<file path="src/design/ede_pkg.sv">
// Shared constants and codes for the edit distance engine.
`timescale 1ns / 1ps

package ede_pkg;

  // Field widths of the channel payloads
  localparam int MODE_W   = 2;
  localparam int SYMBOL_W = 16;
  localparam int DIST_W   = 7;

  // Defaults for the top-level parameters
  localparam int MAX_LEN_DEF   = 64;
  localparam int CHAR_BITS_DEF = 16;

  // Command codes carried in the mode field
  localparam logic [MODE_W-1:0] MODE_LOAD_FIRST  = 2'd0;
  localparam logic [MODE_W-1:0] MODE_LOAD_SECOND = 2'd1;
  localparam logic [MODE_W-1:0] MODE_COMPUTE     = 2'd2;

  typedef logic [MODE_W-1:0]   mode_t;
  typedef logic [SYMBOL_W-1:0] symbol_t;
  typedef logic [DIST_W-1:0]   dist_t;

endpackage

</file>
<file path="src/design/ede_channels.sv">
// Valid/ready channel interfaces for the command input and the result output.
`timescale 1ns / 1ps

interface ede_in_if import ede_pkg::*; ();
  logic    valid;
  logic    ready;
  mode_t   mode;
  symbol_t symbol;

  modport source (output valid, output mode, output symbol, input ready);
  modport sink   (input valid, input mode, input symbol, output ready);
endinterface

interface ede_out_if import ede_pkg::*; ();
  logic  valid;
  logic  ready;
  dist_t distance;
  logic  overflow;

  modport source (output valid, output distance, output overflow, input ready);
  modport sink   (input valid, input distance, input overflow, output ready);
endinterface

</file>
<file path="src/design/ede_cell.sv">
// Shared cell unit: one step of the edit distance recurrence.
`timescale 1ns / 1ps

module ede_cell #(
  parameter int VAL_W  = 7,
  parameter int CHAR_W = 16
) (
  input  logic [VAL_W-1:0]  up_val,
  input  logic [VAL_W-1:0]  left_val,
  input  logic [VAL_W-1:0]  diag_val,
  input  logic [CHAR_W-1:0] char_a,
  input  logic [CHAR_W-1:0] char_b,
  output logic [VAL_W-1:0]  cell_val
);

  logic [VAL_W:0] del_cost;
  logic [VAL_W:0] ins_cost;
  logic [VAL_W:0] sub_cost;
  logic [VAL_W:0] min_a;
  logic [VAL_W:0] min_b;

  // Form the three candidate costs one bit wider than the row values
  assign del_cost = {1'b0, up_val} + (VAL_W+1)'(1);
  assign ins_cost = {1'b0, left_val} + (VAL_W+1)'(1);
  assign sub_cost = {1'b0, diag_val} + (VAL_W+1)'(char_a != char_b);

  // Pick the cheapest; the minimum always fits the row width
  assign min_a    = (del_cost < ins_cost) ? del_cost : ins_cost;
  assign min_b    = (min_a < sub_cost) ? min_a : sub_cost;
  assign cell_val = min_b[VAL_W-1:0];

endmodule

</file>
<file path="src/design/edit_distance_engine.sv">
// Edit distance engine: loads two strings and computes their Levenshtein distance.
// Loads (mode 0/1) and unused mode 3 are taken without leaving idle; ready stays high in idle.
// Compute steps one cell per cycle through the shared cell unit, with a row-start
// state before each row; if a string is empty it goes straight to the finish state.
// Ready is low during a compute; loads go on while a result waits on the output.
// Reset clears the state, counts, indices, drop flag and output valid; string and row memories hold.
`timescale 1ns / 1ps

module edit_distance_engine import ede_pkg::*; #(
  parameter int MAX_LEN   = MAX_LEN_DEF,
  parameter int CHAR_BITS = CHAR_BITS_DEF
) (
  input  logic        clk,
  input  logic        rst_n,
  ede_in_if.sink      in_ch,
  ede_out_if.source   out_ch
);

  localparam int CW = $clog2(MAX_LEN + 1);
  localparam int AW = (MAX_LEN > 1) ? $clog2(MAX_LEN) : 1;

  localparam logic [1:0] ST_IDLE = 2'd0;
  localparam logic [1:0] ST_ROW  = 2'd1;
  localparam logic [1:0] ST_CELL = 2'd2;
  localparam logic [1:0] ST_FIN  = 2'd3;

  // Control and working registers
  logic [1:0]    state_r, state_nxt;
  logic [CW-1:0] i_r, i_nxt;
  logic [CW-1:0] j_r, j_nxt;
  logic [CW-1:0] diag_r, diag_nxt;
  logic [CW-1:0] left_r, left_nxt;
  logic [CW-1:0] res_r, res_nxt;
  logic [CW-1:0] cnt1_r, cnt1_nxt;
  logic [CW-1:0] cnt2_r, cnt2_nxt;
  logic          drop_r, drop_nxt;
  logic          out_valid_r, out_valid_nxt;
  dist_t         out_dist_r, out_dist_nxt;
  logic          out_ovf_r, out_ovf_nxt;

  // Memories and their ports
  logic [CHAR_BITS-1:0] first_mem  [MAX_LEN];
  logic [CHAR_BITS-1:0] second_mem [MAX_LEN];
  logic [CW-1:0]        row_mem    [MAX_LEN+1];

  logic                 first_we, second_we, row_we;
  logic [AW-1:0]        first_ra, second_ra;
  logic [CW-1:0]        row_ra;
  logic [CHAR_BITS-1:0] first_q, second_q;
  logic [CW-1:0]        row_q;
  logic [CHAR_BITS-1:0] sym_k;

  logic          in_fire;
  logic [CW-1:0] up_v;
  logic [CW-1:0] cell_val;

  assign in_ch.ready     = (state_r == ST_IDLE);
  assign in_fire         = in_ch.valid && (state_r == ST_IDLE);
  assign sym_k           = CHAR_BITS'(in_ch.symbol);
  assign out_ch.valid    = out_valid_r;
  assign out_ch.distance = out_dist_r;
  assign out_ch.overflow = out_ovf_r;

  // Read addresses: current row's character, next cell's column and row entry
  assign first_ra  = AW'(i_r - CW'(1));
  assign second_ra = (state_r == ST_CELL) ? AW'(j_r) : '0;
  assign row_ra    = (state_r == ST_ROW) ? CW'(1) :
                     ((j_r == cnt2_r) ? '0 : j_r + CW'(1));

  // First row of the matrix is the column index itself
  assign up_v = (i_r == CW'(1)) ? j_r : row_q;

  ede_cell #(
    .VAL_W  (CW),
    .CHAR_W (CHAR_BITS)
  ) u_cell (
    .up_val   (up_v),
    .left_val (left_r),
    .diag_val (diag_r),
    .char_a   (first_q),
    .char_b   (second_q),
    .cell_val (cell_val)
  );

  // String stores: write on load, registered read
  always_ff @(posedge clk) begin
    if (first_we) begin
      first_mem[cnt1_r[AW-1:0]] <= sym_k;
    end
    first_q <= first_mem[first_ra];
  end

  always_ff @(posedge clk) begin
    if (second_we) begin
      second_mem[cnt2_r[AW-1:0]] <= sym_k;
    end
    second_q <= second_mem[second_ra];
  end

  // Working row: write the finished cell, read the next one
  always_ff @(posedge clk) begin
    if (row_we) begin
      row_mem[j_r] <= cell_val;
    end
    row_q <= row_mem[row_ra];
  end

  // Sequencer
  always_comb begin
    state_nxt     = state_r;
    i_nxt         = i_r;
    j_nxt         = j_r;
    diag_nxt      = diag_r;
    left_nxt      = left_r;
    res_nxt       = res_r;
    cnt1_nxt      = cnt1_r;
    cnt2_nxt      = cnt2_r;
    drop_nxt      = drop_r;
    out_valid_nxt = out_valid_r;
    out_dist_nxt  = out_dist_r;
    out_ovf_nxt   = out_ovf_r;
    first_we      = 1'b0;
    second_we     = 1'b0;
    row_we        = 1'b0;

    // Drop the result once it is transferred
    if (out_valid_r && out_ch.ready) begin
      out_valid_nxt = 1'b0;
    end

    case (state_r)
      ST_IDLE: begin
        if (in_fire) begin
          case (in_ch.mode)
            MODE_LOAD_FIRST: begin
              if (cnt1_r < CW'(MAX_LEN)) begin
                first_we = 1'b1;
                cnt1_nxt = cnt1_r + CW'(1);
              end else begin
                drop_nxt = 1'b1;
              end
            end
            MODE_LOAD_SECOND: begin
              if (cnt2_r < CW'(MAX_LEN)) begin
                second_we = 1'b1;
                cnt2_nxt  = cnt2_r + CW'(1);
              end else begin
                drop_nxt = 1'b1;
              end
            end
            MODE_COMPUTE: begin
              if (cnt1_r == '0) begin
                res_nxt   = cnt2_r;
                state_nxt = ST_FIN;
              end else if (cnt2_r == '0) begin
                res_nxt   = cnt1_r;
                state_nxt = ST_FIN;
              end else begin
                i_nxt     = CW'(1);
                state_nxt = ST_ROW;
              end
            end
            default: begin
            end
          endcase
        end
      end
      ST_ROW: begin
        // Start a row: left edge is i, diagonal is the previous row's edge
        j_nxt     = CW'(1);
        diag_nxt  = i_r - CW'(1);
        left_nxt  = i_r;
        state_nxt = ST_CELL;
      end
      ST_CELL: begin
        row_we   = 1'b1;
        left_nxt = cell_val;
        diag_nxt = up_v;
        if (j_r == cnt2_r) begin
          if (i_r == cnt1_r) begin
            res_nxt   = cell_val;
            state_nxt = ST_FIN;
          end else begin
            i_nxt     = i_r + CW'(1);
            state_nxt = ST_ROW;
          end
        end else begin
          j_nxt = j_r + CW'(1);
        end
      end
      ST_FIN: begin
        // Hand the result to the output register, then clear both strings
        if (!out_valid_r || out_ch.ready) begin
          out_valid_nxt = 1'b1;
          out_dist_nxt  = DIST_W'(res_r);
          out_ovf_nxt   = drop_r;
          cnt1_nxt      = '0;
          cnt2_nxt      = '0;
          drop_nxt      = 1'b0;
          state_nxt     = ST_IDLE;
        end
      end
      default: begin
        state_nxt = ST_IDLE;
      end
    endcase
  end

  // Control state
  always_ff @(posedge clk) begin
    if (!rst_n) begin
      state_r     <= ST_IDLE;
      cnt1_r      <= '0;
      cnt2_r      <= '0;
      drop_r      <= 1'b0;
      out_valid_r <= 1'b0;
      i_r         <= '0;
      j_r         <= '0;
    end else begin
      state_r     <= state_nxt;
      cnt1_r      <= cnt1_nxt;
      cnt2_r      <= cnt2_nxt;
      drop_r      <= drop_nxt;
      out_valid_r <= out_valid_nxt;
      i_r         <= i_nxt;
      j_r         <= j_nxt;
    end
  end

  // Working values and result payload
  always_ff @(posedge clk) begin
    diag_r     <= diag_nxt;
    left_r     <= left_nxt;
    res_r      <= res_nxt;
    out_dist_r <= out_dist_nxt;
    out_ovf_r  <= out_ovf_nxt;
  end

endmodule
</file>
<file path="src/flat_wrapper.sv">
// flat-port wrapper written by rule: the top's interface ports become plain ports
module edit_distance_engine_flat import ede_pkg::*;
#(
  parameter int MAX_LEN   = MAX_LEN_DEF,
  parameter int CHAR_BITS = CHAR_BITS_DEF
)
  (clk, rst_n, in_ch_valid, in_ch_mode, in_ch_symbol, in_ch_ready, out_ch_valid, out_ch_distance, out_ch_overflow, out_ch_ready);
  ede_in_if in_ch_i ();
  ede_out_if out_ch_i ();
  input  logic clk;
  input  logic rst_n;
  input wire logic [$bits(in_ch_i.valid)-1:0] in_ch_valid;
  input wire logic [$bits(in_ch_i.mode)-1:0] in_ch_mode;
  input wire logic [$bits(in_ch_i.symbol)-1:0] in_ch_symbol;
  output wire logic [$bits(in_ch_i.ready)-1:0] in_ch_ready;
  output wire logic [$bits(out_ch_i.valid)-1:0] out_ch_valid;
  output wire logic [$bits(out_ch_i.distance)-1:0] out_ch_distance;
  output wire logic [$bits(out_ch_i.overflow)-1:0] out_ch_overflow;
  input wire logic [$bits(out_ch_i.ready)-1:0] out_ch_ready;
  assign in_ch_i.valid = in_ch_valid;
  assign in_ch_i.mode = in_ch_mode;
  assign in_ch_i.symbol = in_ch_symbol;
  assign in_ch_ready = in_ch_i.ready;
  assign out_ch_valid = out_ch_i.valid;
  assign out_ch_distance = out_ch_i.distance;
  assign out_ch_overflow = out_ch_i.overflow;
  assign out_ch_i.ready = out_ch_ready;
  edit_distance_engine #(.MAX_LEN(MAX_LEN), .CHAR_BITS(CHAR_BITS)) u_core (.clk(clk), .rst_n(rst_n), .in_ch(in_ch_i), .out_ch(out_ch_i));
endmodule
</file>
<file path="config.mk">
export PLATFORM = sky130hd
export DESIGN_NAME = edit_distance_engine_flat
export DESIGN_NICKNAME = d
export VERILOG_FILES = /design/src/design/ede_pkg.sv /design/src/design/ede_channels.sv /design/src/design/ede_cell.sv /design/src/design/edit_distance_engine.sv /design/src/flat_wrapper.sv
export SDC_FILE = /design/constraint.sdc
export NUM_CORES = 2
export LEC_CHECK = 0
export ABC_AREA = 1
export CAP_MARGIN = 20
export CORE_UTILIZATION = 55
export CTS_CLUSTER_DIAMETER = 80
export DETAILED_ROUTE_END_ITERATION = 8
export DONT_BUFFER_PORTS = 1
export PLACE_DENSITY = 0.72
export SYNTH_ARGS = -nofsm -noshare
export SYNTH_HDL_FRONTEND = slang
export SYNTH_SLANG_ARGS = --single-unit
export TNS_END_PERCENT = 5
</file>
<file path="constraint.sdc">
create_clock -name clk -period 6.7 [get_ports clk]
set_clock_uncertainty 0.05 [all_clocks]
set_input_delay 0.67 -clock clk [delete_from_list [all_inputs] [get_ports clk]]
set_output_delay 0.67 -clock clk [all_outputs]
set_load 0.02 [all_outputs]
</file>
After elaboration in Yosys (flattened, before gate mapping)
Memories as Yosys holds them, arrays and structs flattened. A register that Yosys moved wholly into a read port is not among the register bits.
Index checks and enable logic that the tools add are counted.
Widths: inputs -> output; s select.

word-level totals
  register bits after elaboration = 61
  latch bits = 0
  RAM bits = 2503
  bits in read-only memories = 0
  output and inout bits = 10
  word-level logic and storage cells = 137
  memories kept = 3

operators by class
  $add $sub $neg = 8
  multiply operators = 0
  divide/modulo/power cells = 0
  $lt $le $gt $ge = 4
  equal/unequal tests = 26
  shift-type cells = 0
  muxes and demuxes = 65
  bitwise gates (word level) = 0
  reduce and logical (&&, ||, !) cells = 19

memory list
  memory             words  width  rd ports  clocked after Yosys merged registers in  wr ports  line                        RTL
  u_core.first_mem   64     16     1         1                                        1         edit_distance_engine.sv:42  logic [CHAR_BITS-1:0] first_mem [MAX_LEN];
  u_core.second_mem  64     16     1         1                                        1         edit_distance_engine.sv:43  logic [CHAR_BITS-1:0] second_mem [MAX_LEN];
  u_core.row_mem     65     7      1         1                                        1         edit_distance_engine.sv:44  logic [CW-1:0] row_mem [MAX_LEN+1];

operators with widths
  operator             count
  $mux 7               24
  $pmux 7 s2           7
  $add 7x1->7 const B  4
  $mux 1               22
  $add 7x1->8 const B  2
  $lt 8x8->1           2
  $ne 16x16->1         1
  $eq 7x7->1           2
  $logic_not 7->1      2
  $lt 7x7->1 const B   2
  $mux 2               7
  $ne 2x1->1 const B   7
  $ne 2x2->1 const B   6
  $reduce_and 6->1     2
  $reduce_and 5->1     2
  $add 7x1->8          1
  $mux 8               1
  $pmux 2 s4           1
  $eq 7x1->1 const B   1
  $reduce_and 7->1     1
  $sub 7x1->7 const B  1
  $eq 2x2->1 const B   3
  $mux 6               1
  $ne 3x1->1 const B   2
  other kinds (10)     18

Logic depth before layout (Yosys ltp)
  depth in word-level cells = 10
  mapped depth = 34
  gate-level depth less buffers = 34

Modules after synthesis
Synthesis repeated with hierarchy kept, for this count alone.

unflattened totals
  cells, all modules = 8371
  area, all modules = 105725.1 sq um

by module, submodules not included
  module                instances  cells an instance  area an instance (sq um)  sequential area each (sq um)
  edit_distance_engine  1          8189               104591.6                  77454.3
  ede_cell              1          182                1133.6                    0.0

Worst setup path before layout
No wires, ideal clock.

  kind = reg-to-reg
  start = reg u_core.i_r[1]
  end = mem u_core.row_mem[0][2] in the netlist's numbering, data pin
  data arrival time = 5064 ps
  required time = 6280 ps
  setup slack = 1216 ps
  stages on the path, launching flop included = 31
  buffers on the path = 0
  period minus slack after synthesis = 5484 ps
  cell sequence = dfxtp_1 -> inv_1 -> ha_1 -> inv_1 -> nor2_2 -> nand3_4 -> nand2_1 -> nand2_1 -> inv_1 -> ha_1 -> inv_1 -> nor2_1 -> inv_1 -> nor2_1 -> nand2_1 -> xor2_1 -> ha_1 -> nand2_1 -> nor2_1 -> a211oi_1 -> nand2_2 -> inv_1 -> nand2_1 -> o21ai_2 -> ha_1 -> a21oi_1 -> nor2_1 -> a211oi_1 -> nand2_4 -> nand2_1 -> and2_1

on the way
  word-level cells in the longest chain between the ends = 7

RTL lines
  item                          line                         RTL
  start: declaration            edit_distance_engine.sv:29   logic [CW-1:0] i_r, i_nxt;
  start signal: assignment      edit_distance_engine.sv:225  i_r <= i_nxt;
  $eq 7x1->1 *                  edit_distance_engine.sv:71   assign up_v = (i_r == CW'(1)) ? j_r : row_q;
  $mux 7 *                      edit_distance_engine.sv:71
  $add 7x1->8 *                 ede_cell.sv:23               assign del_cost = {1'b0, up_val} + (VAL_W+1)'(1);
  $lt 8x8->1                    ede_cell.sv:28               assign min_a = (del_cost < ins_cost) ? del_cost : ins_cost;
  $mux 8 *                      ede_cell.sv:28
  $lt 8x8->1                    ede_cell.sv:29               assign min_b = (min_a < sub_cost) ? min_a : sub_cost;
  $mux 7 *                      ede_cell.sv:29
  named net u_core.cell_val[2]  edit_distance_engine.sv:55   logic [CW-1:0] cell_val;
  end: declaration              edit_distance_engine.sv:44

Mark *: on every way through the listed nets, which the timed path passes. The rest lies on a longest branch.

Final worst setup path
  start = reg u_core.i_r[1]
  end = mem u_core.row_mem[31][2] in the netlist's numbering, data pin

The elaborated chain is that of the path after synthesis.

==> summary.txt <==
Outcome
  – Status: completed

Finish
  – P&R area growth vs syn: 11.09%
  – Layout cells sized above 1: around 8.5%
  – Fillers: between 10,000 and 15,000
  – Nets: slightly below 8,000
  – Final core utilization: between 60% and 70%

Timing
  – Final setup viols: 0
  – Final min period: 5.910 ns
  – Worst Hold Slack: 0.09113 ns
  – Relative max-transition margin: between 10% and 20%
  – Setup TNS Final: 0 ns
  – Fmax: ~170 MHz
  – Final Max Slew Viols: 0
  – Final WS setup: between 0.7 and 0.8 ns
  – RSZ-0062 raised after global routing: false
  – Hold Fails Final Rpt: 0
  – Slew @ Worst Pin: between 1 and 1.5 ns
  – Ratio of final minimum period to clock period: 88.21%

Global routing
  – First-pass GRT wire length: between 300,000 and 400,000 um
  – Vias in the first global route: 62,914
  – Grt ovf: 0
  – Tot GR Track Use: 27.33%
  – Largest net degree at the start of global routing: ~190
  – Antenna violations before repair: 3

Floorplanning
  – Row count: ~160
  – Core area: 188,400 um^2
  – Die area: roughly 190,000 um^2
  – Starting Density: a little under three fifths
  – Die H: between 400 and 500 um
  – IO Count: 32
  – Die X: ~440 um

Synth
  – Synth Register Bits: ~2,600
  – Synth warnings: 0
  – Synth top area share: ~73%
  – Simple-Gate Fraction of Synth Area: between 10% and 20%
  – Cell type with the largest total area after synthesis: edfxtp_1
  – Most common cell in the synthesized netlist: edfxtp_1
  – Yosys cell types: 52
  – Cell Area, Synth: 104,600 um^2
  – Ys flop type: edfxtp_1
  – Synth area leaders: edfxtp_1 (73%), nor2_1 (5.9%), o211ai_1 (3.1%)
  – EDFF count, synth: between 2,000 and 3,000
  – Largest family of logic cells by synthesized area: compound AO/OA/AOI/OAI gates
  – XOR/XNOR share of the synthesized area: less than 1%
  – Syn_nets: ~7,800
  – Asr flop ratio synth: 0%
  – Sequential area share after synthesis: 74.03%
  – Post-synth top cells: edfxtp_1 (2,532), nor2_1 (1,655), o21ai_0 (611)
  – Gate Count Post-Synth: just under 8,000
  – Complex-gate fraction of the synthesized area: 10.72%
  – Post-synthesis mux area share: under 10%
  – Mapped Avg Cell Area: about 14 um^2
  – Synth Area in Adders: 0.3588%

Worst setup path
  – Arrival time at the worst endpoint: 6.50 ns
  – Top cell family by delay on the critical path: simple AND/OR/NAND/NOR gates
  – Slowest-stage cell, CP: and2_2
  – CP Capture Type: flop
  – Worst setup SP type: flop
  – Crit-path most repeated cell: inv_1
  – CP peak stage delay: 0.48 ns
  – Worst-path fanout max: slightly above 40
  – Worst EP required: 7.29 ns
  – Setup CP Type: reg -> reg
  – CP Buf/Inv Count: 7

Routing
  – Drt total wl: 265,900 um
  – Routed Antenna Nets: 0
  – # DRC: 0
  – Pre-antenna DRT Iters: 8
  – Avg Vias per Cell: approximately 6.3
  – Wire per inst: between 20 and 30 um
  – Vias: roughly 66,000
  – DRT iter0 DRCs: 9,054

CTS
  – TritonCTS Buffers: 281
  – H-Tree Level Count: 5
  – Clk slew on worst S/H paths: around 0.06 ns
  – Clock latency at the later pin of the worst-skew pair: about 0.93 ns
  – Worst-case clock buffer depth: 4
  – Clock Tree Root: clkbuf_16
  – CTS Sinks: 2,603
  – CTS tree: yes
  – Post-CTS sizing: 0

Place
  – Buffers on Ports: 0
  – Gpl congestion: approximately 0.9
  – Detail Placement HPWL: 146,200 um
  – Pre-CTS WS: 0.8854 ns

Power
  – Peak VDD IR: 1.956 mV
  – Pwr dens: approximately 450 nW/um^2
  – Leak Pwr: roughly 0.037 uW

Min path
  – Min-delay worst type: in -> reg

Job
  – Maxcap violations: 0
-- final timing paths --
path | startpoint | cells past startpoint | endpoint | slack (ns)
max | u_core.i_r[1] | 30 | u_core.row_mem[31][2] | 0.79
min | rst_n | 2 | u_core.i_r[4] | 0.09
max reg2reg | u_core.i_r[1] | 30 | u_core.row_mem[31][2] | 0.79
min reg2reg | u_core.row_mem[64][6] | 2 | u_core.row_q[6] | 0.39
-- state kept, by name, summed over array words and instances (netlist names) --
signal                  cells
u_core.first_mem         1024
u_core.out_ch.distance      7
u_core.i_r                  7
u_core.row_mem            455
u_core.drop_r               1
u_core.row_q                7
u_core.out_ch.valid         1
u_core.second_mem        1024
u_core.cnt1_r               7
u_core.j_r                  7
u_core.second_q            16
u_core.left_r               7
u_core.res_r                7
u_core.out_ch.overflow      1
u_core.first_q             16
u_core.cnt2_r               7
u_core.diag_r               7
u_core.state_r              2
-- cell type report --
cell class	instances	area (um^2)	share of cell area, %
inverters	193	759.5	0.6535
multi-input cells	4404	24260	20.87
repair buffers	236	2335	2.009
flip-flops and latches	2603	77460	66.65
clock buffers	356	7450	6.410
diodes	2	5.005	0.004306
well taps	2495	3122	2.686
clock inverters	110	834.6	0.7181
-- layer usage --
metal  GRT usage (%)  routed length [um]
met4           10.05                9333
met3           5.228               27390
met2           42.71              125100
met1           38.42              104100
met5               0                   0
-- report_power, final --
group / total (uW) / switching [uW] / internal, uW
Combinational: 16400 / 12300 / 4080
Clock: 14200 / 5960 / 8270
Sequential: 22100 / 201 / 21900
-- per-stage QoR --
step	total power [uW]	instance area (um^2)	std cells
after detailed placement	38350	107400	9909
final	52710	116200	10399
after floorplan	32460	104600	7741
after global placement	37910	107400	9906
after CTS	52700	116100	10392
after global routing	54730	116200	10398
-- cell usage in the layout (no fill, tap or decap), drive strengths merged, types with 12 or more instances in the layout --
master / n
dfxtp: 71
nor2: 1660
o221ai: 152
xor2: 28
buf: 233
nand2: 302
o311ai: 128
o21ai: 617
nand4: 14
a21oi: 34
inv: 195
nor3: 39
o211ai: 447
clkinv: 92
edfxtp: 2532
mux2i: 153
o32ai: 223
xnor2: 17
or2: 98
clkbuf: 358
bufinv: 12
nand3: 420
ha: 30
-- what timing repair did --
item / 4_1_cts / 5_1_grt
buffers inserted: 0 / 0
hold endpoints to repair: 2059 / 0
hold buffers: 17 / 0
-- cell families (layout without fill, tap and decap cells) --
family / Yosys count / in the layout
DFF: 2603 / 2603
and+or+nand+nor: 2556 / 2556
AOI/OAI and AO/OA: 1620 / 1620
buffers and inverters: 734 / 895
muxes: 153 / 153
xor gates and xnor gates: 45 / 45
adders and majority gates: 30 / 30
other: 0 / 2
-- worst register-to-register path, delay by kind of cell, from the launching register on --
family / cells / cell delay (ns)
flops: 1 / 0.36
compound gates: 5 / 1.10
fa+ha+maj: 4 / 0.92
xor+xnor: 1 / 0.23
buf+inv: 7 / 1.31
simple gates: 13 / 1.64
Power figures use the tool's default switching activity.
